`src/rtl/gbn_pkg.sv`:
```
// ----------------------------------------------------------------------------
// Go-Back-N send window package
// Shared payload types, register indexes, event codes and reset values.
// ----------------------------------------------------------------------------
`default_nettype none

package gbn_pkg;

  localparam int unsigned WINDOW_DEPTH_DEF = 10;

  localparam int unsigned TIMEOUT_W = 20;
  localparam int unsigned RETRY_W   = 8;
  localparam logic [TIMEOUT_W-1:0] TIMEOUT_RESET = 20'd20000;
  localparam logic [RETRY_W-1:0]   RETRY_RESET   = 8'd5;

  // Configuration port.
  localparam int unsigned CFG_IDX_W  = 1;
  localparam int unsigned CFG_DATA_W = 20;
  localparam logic [CFG_IDX_W-1:0] CFG_TIMEOUT = 1'b0;
  localparam logic [CFG_IDX_W-1:0] CFG_RETRY   = 1'b1;

  // Input opcodes.
  localparam logic [1:0] OPC_ENQ  = 2'd0;
  localparam logic [1:0] OPC_ACK  = 2'd1;
  localparam logic [1:0] OPC_TICK = 2'd2;

  // Result event codes.
  typedef enum logic [2:0] {
    EV_TRANSMIT  = 3'd0,
    EV_RETX      = 3'd1,
    EV_REJECT    = 3'd2,
    EV_ACK_OK    = 3'd3,
    EV_ACK_IGN   = 3'd4,
    EV_TICK_IDLE = 3'd5
  } ev_e;

  // Classified item kind handed from the front to the back.
  typedef enum logic [1:0] {
    K_ENQ,
    K_ACK,
    K_TICK,
    K_NONE
  } kind_e;

  typedef struct packed {
    logic [1:0]  opcode;
    logic [15:0] channel;
    logic [30:0] seq_num;
    logic [31:0] buffer_ref;
    logic [15:0] byte_len;
    logic        ack_flag;
  } in_t;

  typedef struct packed {
    logic [2:0]  event_kind;
    logic [15:0] channel_out;
    logic [30:0] seq_out;
    logic [31:0] buffer_out;
    logic [15:0] len_out;
    logic [3:0]  window_fill;
    logic        gave_up;
    logic        last;
  } out_t;

  // One descriptor of the send window.
  typedef struct packed {
    logic [30:0] seq;
    logic [31:0] buf_ref;
    logic [15:0] chan;
    logic [15:0] len;
  } entry_t;

  localparam int unsigned ENTRY_W = $bits(entry_t);

  typedef struct packed {
    kind_e kind;
    in_t   data;
  } item_t;

endpackage

`default_nettype wire

```
`src/rtl/go_back_n_send_window_top.sv`:
```
// ----------------------------------------------------------------------------
// Go-Back-N send window
// Sender window of packet descriptors with acknowledgment and retransmission.
// ----------------------------------------------------------------------------
// Input beats carry an enqueue, an ack or a tick. The output channel gives one
// result beat per item, except a timeout, which gives one retransmit beat per
// outstanding descriptor in ring order with last set on the final one. Both
// channels use valid and stall; a beat moves when valid is high and stall low.
// A two-entry queue sits behind the input, so items are taken while the back
// end is busy or the output is stalled.
// An enqueue, a tick and an ignored ack finish in the idle state of the back
// end; an ack that is compared against the head waits in the compare state
// for the registered read of the descriptor RAM; a timeout walks the ring in
// the retransmit state. Each item passes the input queue and output register.
// A stalled output beat is held; the back end then waits and the input queue
// fills before the input stalls.
// Reset empties the window and the queue, clears both counters and loads the
// timeout and retry limit registers with their defaults; the user writes the
// configuration on the write port only while the block is idle; not enforced.
// ----------------------------------------------------------------------------
`default_nettype none

module go_back_n_send_window_top #(
  parameter int unsigned WINDOW_DEPTH = gbn_pkg::WINDOW_DEPTH_DEF
) (
  input  wire logic                            clk_i,
  input  wire logic                            rst_ni,
  input  wire logic                            cfg_we_i,
  input  wire logic [gbn_pkg::CFG_IDX_W-1:0]   cfg_idx_i,
  input  wire logic [gbn_pkg::CFG_DATA_W-1:0]  cfg_data_i,
  input  wire logic                            in_valid_i,
  output logic                                 in_stall_o,
  input  wire gbn_pkg::in_t                    in_data_i,
  output logic                                 out_valid_o,
  input  wire logic                            out_stall_i,
  output gbn_pkg::out_t                        out_data_o
);

  logic           q_valid;
  logic           q_pop;
  gbn_pkg::item_t q_item;

  gbn_front u_front (
    .clk_i      (clk_i),
    .rst_ni     (rst_ni),
    .in_valid_i (in_valid_i),
    .in_stall_o (in_stall_o),
    .in_data_i  (in_data_i),
    .q_valid_o  (q_valid),
    .q_item_o   (q_item),
    .q_pop_i    (q_pop)
  );

  gbn_back #(
    .WINDOW_DEPTH (WINDOW_DEPTH)
  ) u_back (
    .clk_i       (clk_i),
    .rst_ni      (rst_ni),
    .cfg_we_i    (cfg_we_i),
    .cfg_idx_i   (cfg_idx_i),
    .cfg_data_i  (cfg_data_i),
    .q_valid_i   (q_valid),
    .q_item_i    (q_item),
    .q_pop_o     (q_pop),
    .out_valid_o (out_valid_o),
    .out_stall_i (out_stall_i),
    .out_data_o  (out_data_o)
  );

  // The back end never takes an item from an empty queue.
  a_pop_needs_item: assert property (@(posedge clk_i) disable iff (!rst_ni)
    q_pop |-> q_valid)
    else $error("queue popped while empty");

  // Only a timeout retransmission carries the give-up flag.
  a_gave_up_on_retx: assert property (@(posedge clk_i) disable iff (!rst_ni)
    out_valid_o && out_data_o.gave_up |->
      out_data_o.event_kind == gbn_pkg::EV_RETX)
    else $error("gave_up set on a result that is not a retransmit");

  // A rejected enqueue is only reported with the window full.
  a_reject_when_full: assert property (@(posedge clk_i) disable iff (!rst_ni)
    (WINDOW_DEPTH < 16) && out_valid_o &&
      out_data_o.event_kind == gbn_pkg::EV_REJECT |->
      out_data_o.window_fill == 4'(WINDOW_DEPTH))
    else $error("enqueue rejected with room in the window");

  // A retransmit only happens with packets outstanding.
  a_retx_not_empty: assert property (@(posedge clk_i) disable iff (!rst_ni)
    (WINDOW_DEPTH < 16) && out_valid_o &&
      out_data_o.event_kind == gbn_pkg::EV_RETX |->
      out_data_o.window_fill != 4'd0)
    else $error("retransmit reported on an empty window");

endmodule

`default_nettype wire

```
`src/rtl/gbn_ram.sv`:
```
// ----------------------------------------------------------------------------
// Generic RAM
// One write port and one read port with registered read data.
// ----------------------------------------------------------------------------
`default_nettype none

module gbn_ram #(
  parameter int unsigned WIDTH = 8,
  parameter int unsigned DEPTH = 16,
  parameter int unsigned AW    = (DEPTH > 1) ? $clog2(DEPTH) : 1
) (
  input  wire logic             clk_i,
  input  wire logic             we_i,
  input  wire logic [AW-1:0]    waddr_i,
  input  wire logic [WIDTH-1:0] wdata_i,
  input  wire logic             re_i,
  input  wire logic [AW-1:0]    raddr_i,
  output logic      [WIDTH-1:0] rdata_o
);

  logic [WIDTH-1:0] mem_q [DEPTH];

  always_ff @(posedge clk_i) begin
    if (we_i) begin
      mem_q[waddr_i] <= wdata_i;
    end
    if (re_i) begin
      rdata_o <= mem_q[raddr_i];
    end
  end

endmodule

`default_nettype wire

```
`src/rtl/gbn_front.sv`:
```
// ----------------------------------------------------------------------------
// Go-Back-N front end
// Accepts input beats, classifies the opcode and holds up to two items.
// ----------------------------------------------------------------------------
`default_nettype none

module gbn_front (
  input  wire logic          clk_i,
  input  wire logic          rst_ni,
  input  wire logic          in_valid_i,
  output logic               in_stall_o,
  input  wire gbn_pkg::in_t  in_data_i,
  output logic               q_valid_o,
  output gbn_pkg::item_t     q_item_o,
  input  wire logic          q_pop_i
);

  gbn_pkg::item_t slot_q [2];
  logic           wr_ptr_q, rd_ptr_q;
  logic [1:0]     cnt_q;
  logic           push;
  gbn_pkg::item_t item_new;

  function automatic gbn_pkg::kind_e classify(input logic [1:0] opc);
    gbn_pkg::kind_e k;
    unique case (opc)
      gbn_pkg::OPC_ENQ:  k = gbn_pkg::K_ENQ;
      gbn_pkg::OPC_ACK:  k = gbn_pkg::K_ACK;
      gbn_pkg::OPC_TICK: k = gbn_pkg::K_TICK;
      default:           k = gbn_pkg::K_NONE;
    endcase
    return k;
  endfunction

  assign in_stall_o = (cnt_q == 2'd2);
  assign push       = in_valid_i && !in_stall_o;
  assign q_valid_o  = (cnt_q != 2'd0);
  assign q_item_o   = slot_q[rd_ptr_q];

  always_comb begin
    item_new.kind = classify(in_data_i.opcode);
    item_new.data = in_data_i;
  end

  always_ff @(posedge clk_i or negedge rst_ni) begin
    if (!rst_ni) begin
      wr_ptr_q <= 1'b0;
      rd_ptr_q <= 1'b0;
      cnt_q    <= 2'd0;
    end else begin
      if (push) begin
        wr_ptr_q <= !wr_ptr_q;
      end
      if (q_pop_i) begin
        rd_ptr_q <= !rd_ptr_q;
      end
      cnt_q <= cnt_q + {1'b0, push} - {1'b0, q_pop_i};
    end
  end

  always_ff @(posedge clk_i) begin
    if (push) begin
      slot_q[wr_ptr_q] <= item_new;
    end
  end

endmodule

`default_nettype wire

```
`src/rtl/gbn_back.sv`:
```
// ----------------------------------------------------------------------------
// Go-Back-N back end
// Holds the descriptor ring, the timers and the output register, and
// carries out enqueue, ack and tick items one at a time.
// ----------------------------------------------------------------------------
`default_nettype none

module gbn_back #(
  parameter int unsigned WINDOW_DEPTH = gbn_pkg::WINDOW_DEPTH_DEF
) (
  input  wire logic                            clk_i,
  input  wire logic                            rst_ni,
  input  wire logic                            cfg_we_i,
  input  wire logic [gbn_pkg::CFG_IDX_W-1:0]   cfg_idx_i,
  input  wire logic [gbn_pkg::CFG_DATA_W-1:0]  cfg_data_i,
  input  wire logic                            q_valid_i,
  input  wire gbn_pkg::item_t                  q_item_i,
  output logic                                 q_pop_o,
  output logic                                 out_valid_o,
  input  wire logic                            out_stall_i,
  output gbn_pkg::out_t                        out_data_o
);

  localparam int unsigned IW = (WINDOW_DEPTH > 1) ? $clog2(WINDOW_DEPTH) : 1;
  localparam int unsigned OW = $clog2(WINDOW_DEPTH + 1);

  typedef enum logic [1:0] {
    ST_IDLE,
    ST_ACK_CMP,
    ST_RTX
  } state_e;

  state_e                           state_q, state_d;
  logic [IW-1:0]                    head_q, head_d;
  logic [IW-1:0]                    tail_q, tail_d;
  logic [OW-1:0]                    occ_q, occ_d;
  logic [gbn_pkg::TIMEOUT_W-1:0]    tcnt_q, tcnt_d;
  logic [gbn_pkg::RETRY_W-1:0]      retry_q, retry_d;
  logic [gbn_pkg::TIMEOUT_W-1:0]    timeout_q, timeout_d;
  logic [gbn_pkg::RETRY_W-1:0]      retry_lim_q, retry_lim_d;
  logic [IW-1:0]                    walk_idx_q, walk_idx_d;
  logic [OW-1:0]                    walk_cnt_q, walk_cnt_d;
  logic                             gave_q, gave_d;
  logic [30:0]                      ack_seq_q, ack_seq_d;
  logic                             out_valid_q, out_valid_d;
  gbn_pkg::out_t                    out_q, out_d;

  logic                             out_free;
  logic                             ram_we, ram_re;
  logic [IW-1:0]                    ram_waddr, ram_raddr;
  gbn_pkg::entry_t                  ram_wentry, ram_rentry;
  logic [gbn_pkg::ENTRY_W-1:0]      ram_rdata;
  logic [gbn_pkg::TIMEOUT_W-1:0]    tcnt_inc;
  logic [gbn_pkg::RETRY_W-1:0]      retry_inc;
  logic                             walk_last;

  function automatic logic [IW-1:0] next_idx(input logic [IW-1:0] idx);
    logic [IW-1:0] n;
    if (idx == IW'(WINDOW_DEPTH - 1)) begin
      n = '0;
    end else begin
      n = idx + IW'(1);
    end
    return n;
  endfunction

  gbn_ram #(
    .WIDTH (gbn_pkg::ENTRY_W),
    .DEPTH (WINDOW_DEPTH),
    .AW    (IW)
  ) u_ring (
    .clk_i   (clk_i),
    .we_i    (ram_we),
    .waddr_i (ram_waddr),
    .wdata_i (ram_wentry),
    .re_i    (ram_re),
    .raddr_i (ram_raddr),
    .rdata_o (ram_rdata)
  );

  assign ram_rentry  = ram_rdata;
  assign out_free    = !out_valid_q || !out_stall_i;
  assign tcnt_inc    = tcnt_q + gbn_pkg::TIMEOUT_W'(1);
  assign retry_inc   = retry_q + gbn_pkg::RETRY_W'(1);
  assign walk_last   = (walk_cnt_q == occ_q - OW'(1));
  assign out_valid_o = out_valid_q;
  assign out_data_o  = out_q;

  always_comb begin
    state_d     = state_q;
    head_d      = head_q;
    tail_d      = tail_q;
    occ_d       = occ_q;
    tcnt_d      = tcnt_q;
    retry_d     = retry_q;
    timeout_d   = timeout_q;
    retry_lim_d = retry_lim_q;
    walk_idx_d  = walk_idx_q;
    walk_cnt_d  = walk_cnt_q;
    gave_d      = gave_q;
    ack_seq_d   = ack_seq_q;
    out_valid_d = out_valid_q && out_stall_i;
    out_d       = out_q;
    q_pop_o     = 1'b0;
    ram_we      = 1'b0;
    ram_re      = 1'b0;
    ram_waddr   = tail_q;
    ram_raddr   = head_q;
    ram_wentry.seq     = q_item_i.data.seq_num;
    ram_wentry.buf_ref = q_item_i.data.buffer_ref;
    ram_wentry.chan    = q_item_i.data.channel;
    ram_wentry.len     = q_item_i.data.byte_len;

    if (cfg_we_i) begin
      unique case (cfg_idx_i)
        gbn_pkg::CFG_TIMEOUT: timeout_d   = cfg_data_i[gbn_pkg::TIMEOUT_W-1:0];
        gbn_pkg::CFG_RETRY:   retry_lim_d = cfg_data_i[gbn_pkg::RETRY_W-1:0];
        default: ;
      endcase
    end

    unique case (state_q)
      ST_IDLE: begin
        if (q_valid_i && out_free) begin
          q_pop_o     = 1'b1;
          out_d       = '0;
          out_d.last  = 1'b1;
          out_d.window_fill = 4'(occ_q);
          unique case (q_item_i.kind)
            gbn_pkg::K_ENQ: begin
              out_valid_d   = 1'b1;
              out_d.seq_out = q_item_i.data.seq_num;
              if (occ_q == OW'(WINDOW_DEPTH)) begin
                out_d.event_kind = gbn_pkg::EV_REJECT;
              end else begin
                ram_we            = 1'b1;
                tail_d            = next_idx(tail_q);
                occ_d             = occ_q + OW'(1);
                out_d.event_kind  = gbn_pkg::EV_TRANSMIT;
                out_d.channel_out = q_item_i.data.channel;
                out_d.buffer_out  = q_item_i.data.buffer_ref;
                out_d.len_out     = q_item_i.data.byte_len;
                out_d.window_fill = 4'(occ_q + OW'(1));
              end
            end
            gbn_pkg::K_ACK: begin
              if (occ_q != '0 && q_item_i.data.ack_flag) begin
                // The head descriptor is read now and compared in the compare state once the output is free.
                ram_re    = 1'b1;
                ack_seq_d = q_item_i.data.seq_num;
                state_d   = ST_ACK_CMP;
              end else begin
                out_valid_d      = 1'b1;
                out_d.event_kind = gbn_pkg::EV_ACK_IGN;
                out_d.seq_out    = q_item_i.data.seq_num;
              end
            end
            gbn_pkg::K_TICK: begin
              if (occ_q != '0 && tcnt_inc >= timeout_q) begin
                tcnt_d = '0;
                if (retry_inc >= retry_lim_q) begin
                  gave_d  = 1'b1;
                  retry_d = '0;
                end else begin
                  gave_d  = 1'b0;
                  retry_d = retry_inc;
                end
                ram_re     = 1'b1;
                walk_idx_d = head_q;
                walk_cnt_d = '0;
                state_d    = ST_RTX;
              end else begin
                if (occ_q != '0) begin
                  tcnt_d = tcnt_inc;
                end
                out_valid_d      = 1'b1;
                out_d.event_kind = gbn_pkg::EV_TICK_IDLE;
              end
            end
            default: begin
              out_valid_d      = 1'b1;
              out_d.event_kind = gbn_pkg::EV_TICK_IDLE;
            end
          endcase
        end
      end

      ST_ACK_CMP: begin
        if (out_free) begin
          out_valid_d = 1'b1;
          out_d       = '0;
          out_d.last  = 1'b1;
          state_d     = ST_IDLE;
          if (ram_rentry.seq == ack_seq_q) begin
            head_d            = next_idx(head_q);
            occ_d             = occ_q - OW'(1);
            tcnt_d            = '0;
            retry_d           = '0;
            out_d.event_kind  = gbn_pkg::EV_ACK_OK;
            out_d.channel_out = ram_rentry.chan;
            out_d.seq_out     = ram_rentry.seq;
            out_d.buffer_out  = ram_rentry.buf_ref;
            out_d.len_out     = ram_rentry.len;
            out_d.window_fill = 4'(occ_q - OW'(1));
          end else begin
            out_d.event_kind  = gbn_pkg::EV_ACK_IGN;
            out_d.seq_out     = ack_seq_q;
            out_d.window_fill = 4'(occ_q);
          end
        end
      end

      ST_RTX: begin
        // One descriptor per beat; the next read is issued as this one leaves.
        if (out_free) begin
          out_valid_d       = 1'b1;
          out_d.event_kind  = gbn_pkg::EV_RETX;
          out_d.channel_out = ram_rentry.chan;
          out_d.seq_out     = ram_rentry.seq;
          out_d.buffer_out  = ram_rentry.buf_ref;
          out_d.len_out     = ram_rentry.len;
          out_d.window_fill = 4'(occ_q);
          out_d.gave_up     = gave_q;
          out_d.last        = walk_last;
          if (walk_last) begin
            state_d = ST_IDLE;
          end else begin
            walk_idx_d = next_idx(walk_idx_q);
            walk_cnt_d = walk_cnt_q + OW'(1);
            ram_re     = 1'b1;
            ram_raddr  = next_idx(walk_idx_q);
          end
        end
      end

      default: state_d = ST_IDLE;
    endcase
  end

  always_ff @(posedge clk_i or negedge rst_ni) begin
    if (!rst_ni) begin
      state_q     <= ST_IDLE;
      head_q      <= '0;
      tail_q      <= '0;
      occ_q       <= '0;
      tcnt_q      <= '0;
      retry_q     <= '0;
      timeout_q   <= gbn_pkg::TIMEOUT_RESET;
      retry_lim_q <= gbn_pkg::RETRY_RESET;
      walk_idx_q  <= '0;
      walk_cnt_q  <= '0;
      gave_q      <= 1'b0;
      out_valid_q <= 1'b0;
    end else begin
      state_q     <= state_d;
      head_q      <= head_d;
      tail_q      <= tail_d;
      occ_q       <= occ_d;
      tcnt_q      <= tcnt_d;
      retry_q     <= retry_d;
      timeout_q   <= timeout_d;
      retry_lim_q <= retry_lim_d;
      walk_idx_q  <= walk_idx_d;
      walk_cnt_q  <= walk_cnt_d;
      gave_q      <= gave_d;
      out_valid_q <= out_valid_d;
    end
  end

  always_ff @(posedge clk_i) begin
    ack_seq_q <= ack_seq_d;
    out_q     <= out_d;
  end

endmodule

`default_nettype wire
```
`config.mk`:
```
export PLATFORM = sky130hd
export DESIGN_NAME = go_back_n_send_window_top
export DESIGN_NICKNAME = d
export VERILOG_FILES = /design/src/rtl/gbn_pkg.sv /design/src/rtl/go_back_n_send_window_top.sv /design/src/rtl/gbn_ram.sv /design/src/rtl/gbn_front.sv /design/src/rtl/gbn_back.sv
export SDC_FILE = /design/constraint.sdc
export NUM_CORES = 2
export LEC_CHECK = 0
export BUFFER_PORTS_ARGS = -buffer_cell sky130_fd_sc_hd__buf_2
export CAP_MARGIN = 30
export CORE_MARGIN = 5
export CORE_UTILIZATION = 55
export CTS_BUF_LIST = sky130_fd_sc_hd__clkbuf_2
export DETAILED_ROUTE_END_ITERATION = 10
export GPL_ROUTABILITY_DRIVEN = 0
export PLACE_DENSITY = 0.75
export SETUP_SLACK_MARGIN = 0.05
export SLEW_MARGIN = 20
export SYNTH_ARGS = -nofsm -noshare
export SYNTH_HDL_FRONTEND = slang
export SYNTH_SLANG_ARGS = --single-unit
```
`constraint.sdc`:
```
create_clock -name clk_i -period 11.1 [get_ports clk_i]
set_input_delay 0 -clock clk_i [delete_from_list [all_inputs] [get_ports clk_i]]
set_output_delay 0 -clock clk_i [all_outputs]
set_load 0.1 [all_outputs]
```
==> tab_implementation.tex <==
\begin{tabular}{lr}
\hline
Metric & Value \\
\hline
\multicolumn{2}{l}{\textbf{Logic synthesis}} \\
\quad Synthesis-stage register bit count & 1,460 \\
\quad Fraction of post-synthesis cell area in the top cell type by area & 70.46\% \\
\quad Net Count, Synth & 4,046 \\
\quad Summed instance area of the synthesized netlist & 58,650 sq um \\
\quad Avg Cell Area, Syn & about 15 sq um \\
\quad Count of distinct cell types in the synthesized netlist & 68 \\
\quad Fraction of the yosys area taken by sequential cells & 74.05\% \\
\quad Synth cell count leaders & sky130\_fd\_sc\_hd\_\_edfxtp\_1, sky130\_fd\_sc\_hd\_\_nand2\_1, sky130\_fd\_sc\_hd\_\_nor2\_1, sky130\_fd\_sc\_hd\_\_o211ai\_1, sky130\_fd\_sc\_hd\_\_clkbuf\_1 \\
\quad Syn. warnings & 0 \\
\quad Synth top area cells & sky130\_fd\_sc\_hd\_\_edfxtp\_1, sky130\_fd\_sc\_hd\_\_o211ai\_1, sky130\_fd\_sc\_hd\_\_dfrtp\_1 \\
\quad Number of enable flip-flop cells after synthesis & around 1,400 \\
\quad Most frequent cell after synthesis & sky130\_fd\_sc\_hd\_\_edfxtp\_1 \\
\quad Post-synthesis async set-or-reset flop share & around 5.8\% \\
\quad Count of mapped cells out of synthesis & between 3,000 and 4,000 \\
\quad Cell taking the most area after synthesis & sky130\_fd\_sc\_hd\_\_edfxtp\_1 \\
\quad Dominant synthesized flop cell & sky130\_fd\_sc\_hd\_\_edfxtp\_1 \\
\multicolumn{2}{l}{\textbf{Clocking}} \\
\quad Clk pin slew, worst setup/hold paths & 0.10 ns \\
\quad Worst skew pair latency & 1.58 ns \\
\quad CTS tree & done \\
\quad Clock tree root driver cell & sky130\_fd\_sc\_hd\_\_clkbuf\_2 \\
\quad Count of clock tree sinks & 1,460 \\
\quad Maximum level of the CTS H-tree & 5 \\
\quad Number of clock buffers inserted by TritonCTS & 368 \\
\quad Bufs on Longest Clock Path & 4 \\
\multicolumn{2}{l}{\textbf{Placed design}} \\
\quad Area post-placement & roughly 61,000 sq um \\
\quad Port Buffers & 229 \\
\quad Post-DP HPWL & $\sim$77,000 um \\
\quad Number of placed instances, taps included & approximately 5,300 \\
\multicolumn{2}{l}{\textbf{STA}} \\
\quad Final Setup Violations & 0 \\
\quad FMAX & 0.1556 GHz \\
\quad Final clock skew & 0.1942 ns \\
\quad Clock period minus worst slack & about 6.4 ns \\
\quad Pins over their slew limit & 0 \\
\quad Setup TNS & 0 ns \\
\quad Final clock period utilization by the worst path & between 50\% and 60\% \\
\quad Hold Fails Final Rpt & 0 \\
\quad Setup repair after global routing missed its margin & no \\
\quad Tightest Pin Transition & roughly 1.1 ns \\
\quad Worst slew margin relative to its limit & a little over a quarter \\
\multicolumn{2}{l}{\textbf{Final layout}} \\
\quad Post-synthesis to final-layout area growth & 16.59\% \\
\quad Share of final-layout standard cells stronger than drive strength 1 & 22.31\% \\
\quad Cell area after layout & around 70,000 sq um \\
\quad Net count of the finished layout & about 4,900 \\
\quad Number of non-filler instances in the completed layout & 6,314 \\
\multicolumn{2}{l}{\textbf{Detailed routing}} \\
\quad First-pass DRT Iterations & 7 \\
\quad Initial DRC Count & just under 4,000 \\
\quad WL/cell & between 20 and 25 um \\
\quad Routed wire length & 147,300 um \\
\quad Via count & 37,550 \\
\quad Antenna-violating nets left & 0 \\
\quad DRC violation count after routing & 0 \\
\quad Vias per cell & $\sim$5.9 \\
\multicolumn{2}{l}{\textbf{Power and ir drop}} \\
\quad Lkg Pwr & approximately 25 nW \\
\quad Power density over the cells & 211.6 nW/um\^{}2 \\
\quad IR Drop Worst-Case VDD & $\sim$0.00020 V \\
\multicolumn{2}{l}{\textbf{Floorplanning}} \\
\quad Full die area & about 110,000 sq um \\
\quad Die height & 336.5 um \\
\quad Number of top-level pins & between 200 and 250 \\
\quad Site Rows & 119 \\
\quad Starting density of the core & 55.55\% \\
\quad Placeable core region & 105,600 sq um \\
\quad Die W & 336.5 um \\
\multicolumn{2}{l}{\textbf{Critical path}} \\
\quad Crit path arrival time & 7.57 ns \\
\quad Nature of the critical path startpoint & flip-flop \\
\quad Type of destination of the critical path & flip-flop \\
\quad Setup slack of the most critical reg-to-reg path & roughly 4.7 ns \\
\quad Number of cells on the worst reg-to-reg path & 11 \\
\quad Critical register-to-register path endpoint & u\_back.u\_ring.rdata\_o[7] \\
\quad Critical-path maximum fanout & 48 \\
\quad Startpoint of the most critical register-to-register path & u\_back.state\_q[0] \\
\quad Required time at the endpoint of the critical path & 12.24 ns \\
\quad Critical path class & reg -> reg \\
\multicolumn{2}{l}{\textbf{Global routing}} \\
\quad Antenna violations before repair & 6 \\
\quad Largest net degree at the start of global routing & 223 \\
\quad Remaining global-route overflow & 0 \\
\quad Total global routing track utilization & roughly a quarter \\
\quad Via count of the first global-routing pass & $\sim$38,000 \\
\quad Wire length of the first global-routing pass & 222,800 um \\
\multicolumn{2}{l}{\textbf{Outcome}} \\
\quad Status & completed \\
\multicolumn{2}{l}{\textbf{Job}} \\
\quad Number of violations of the max-capacitance limit & 0 \\
\multicolumn{2}{l}{\textbf{Min path}} \\
\quad Class of the most critical hold timing path & in -> async \\
\hline
\end{tabular}
==> cells in the final DEF (no fill, tap or decap), types with 66 or more instances in the layout <==
cell,count
sky130_fd_sc_hd__clkbuf_2,526
sky130_fd_sc_hd__dfrtp_1,75
sky130_fd_sc_hd__dlygate4sd3_1,389
sky130_fd_sc_hd__a21oi_1,113
sky130_fd_sc_hd__inv_1,147
sky130_fd_sc_hd__mux2i_1,103
sky130_fd_sc_hd__nor2_1,317
sky130_fd_sc_hd__o221a_2,95
sky130_fd_sc_hd__o211ai_1,296
sky130_fd_sc_hd__edfxtp_1,1376
sky130_fd_sc_hd__a32oi_1,96
sky130_fd_sc_hd__clkinv_1,66
sky130_fd_sc_hd__nand2_1,382
sky130_fd_sc_hd__mux2_2,109
sky130_fd_sc_hd__buf_2,229
==> flip-flops by register name (all words and copies together) (netlist names), 2 cells and up <==
name,count
u_back.ack_seq_q,31
u_back.head_q,4
u_back.occ_q,4
u_back.out_data_o,104
u_back.ram_waddr,4
u_back.retry_lim_q,8
u_back.retry_q,8
u_back.state_q,2
u_back.tcnt_q,20
u_back.timeout_q,20
u_back.u_ring.mem_q,950
u_back.u_ring.rdata_o,95
u_back.walk_cnt_q,4
u_back.walk_idx_q,4
u_front.cnt_q,2
u_front.slot_q,196
==> worst max-delay path by stage <==
stage	slack (ns)	cells past startpoint	startpoint	to
3_3_place_gp	4.90	11	u_back.occ_q[0]	u_back.u_ring.rdata_o[40]
5_1_grt	4.52	11	u_back.state_q[0]	u_back.u_ring.rdata_o[7]
6_report	4.67	11	u_back.state_q[0]	u_back.u_ring.rdata_o[7]
3_5_place_dp	4.94	12	u_back.occ_q[0]	u_back.u_ring.rdata_o[60]
4_1_cts	4.82	11	u_back.state_q[0]	u_back.u_ring.rdata_o[7]
2_1_floorplan	1.42	9	u_front.rd_ptr_q	u_back.u_ring.mem_q[9][0]
==> kinds of logic (layout without fill, tap and decap cells) <==
family	count (synthesis)	after routing	synth area share, %
compound gates	823	823	11.01
buf+inv	401	1445	2.876
mux	215	215	3.926
other cells	0	2	0
flops	1460	1460	74.05
fa+ha+maj	45	45	0.9601
xor+xnor	70	70	1.071
simple gates	863	863	6.106
==> repair_timing <==
action                    4_1_cts  5_1_grt
setup buffers                   0        0
resized for setup               0        0
hold endpoints to repair      887       22
hold buffers                  389        1
==> per-layer routing <==
layer / vias to the layer above / track usage [%] / part of all wire [%] / wire (um)
li1: 16737 / - / - / -
met5: - / 0 / 0 / 0
met1: 18534 / 33.50 / 38 / 56650
met4: 0 / 9.749 / 2.8 / 4174
met2: 2001 / 42.96 / 50 / 73180
met3: 278 / 5.667 / 9.0 / 13330
==> critical path: stages, from the launching register on <==
cell and delay, ns:
sky130_fd_sc_hd__dfrtp_1 0.43, sky130_fd_sc_hd__inv_1 0.11, sky130_fd_sc_hd__ha_1 0.64, sky130_fd_sc_hd__nand2_1 0.24, sky130_fd_sc_hd__a31oi_4 0.82, sky130_fd_sc_hd__buf_4 0.72
sky130_fd_sc_hd__buf_12 0.29, sky130_fd_sc_hd__mux2_4 0.65, sky130_fd_sc_hd__and2b_4 0.86, sky130_fd_sc_hd__buf_4 0.72, sky130_fd_sc_hd__o211ai_1 0.22, sky130_fd_sc_hd__o221a_2 0.19
==> power breakdown <==
| group | leakage, nW | internal [mW] | switching, mW | total (mW) |
|---|---|---|---|---|
| logic | 9.15 | 0.794 | 2.90 | 3.70 |
| registers | 13.7 | 7.13 | 0.236 | 7.37 |
| clock network | 2.38 | 1.32 | 2.08 | 3.40 |
==> layout make-up <==
class / count / area, sq um
fillers: 7304 / 37190
flip-flops and latches: 1460 / 43440
clock buffers: 525 / 2628
well taps: 1391 / 1740
multi-input cells: 2016 / 13760
clock inverters: 85 / 436.7
inverters: 147 / 551.8
repair buffers: 688 / 5816
diodes: 2 / 5.005
==> through the flow <==
stage / hold slack (ns) / worst slack, ns / total power [mW] / utilization (%)
after floorplan: -0.2956 / 1.425 / 10.00 / -
after global placement: -0.09225 / 4.896 / 10.91 / 57.86
after detailed placement: -0.08804 / 4.939 / 11.00 / 58.03
after CTS: 0.0002282 / 4.818 / 14.45 / 64.62
after global routing: 0.05690 / 4.516 / 15.07 / 64.77
final: 0.1230 / 4.675 / 14.47 / 64.77
(Power assumes the default switching activity.)
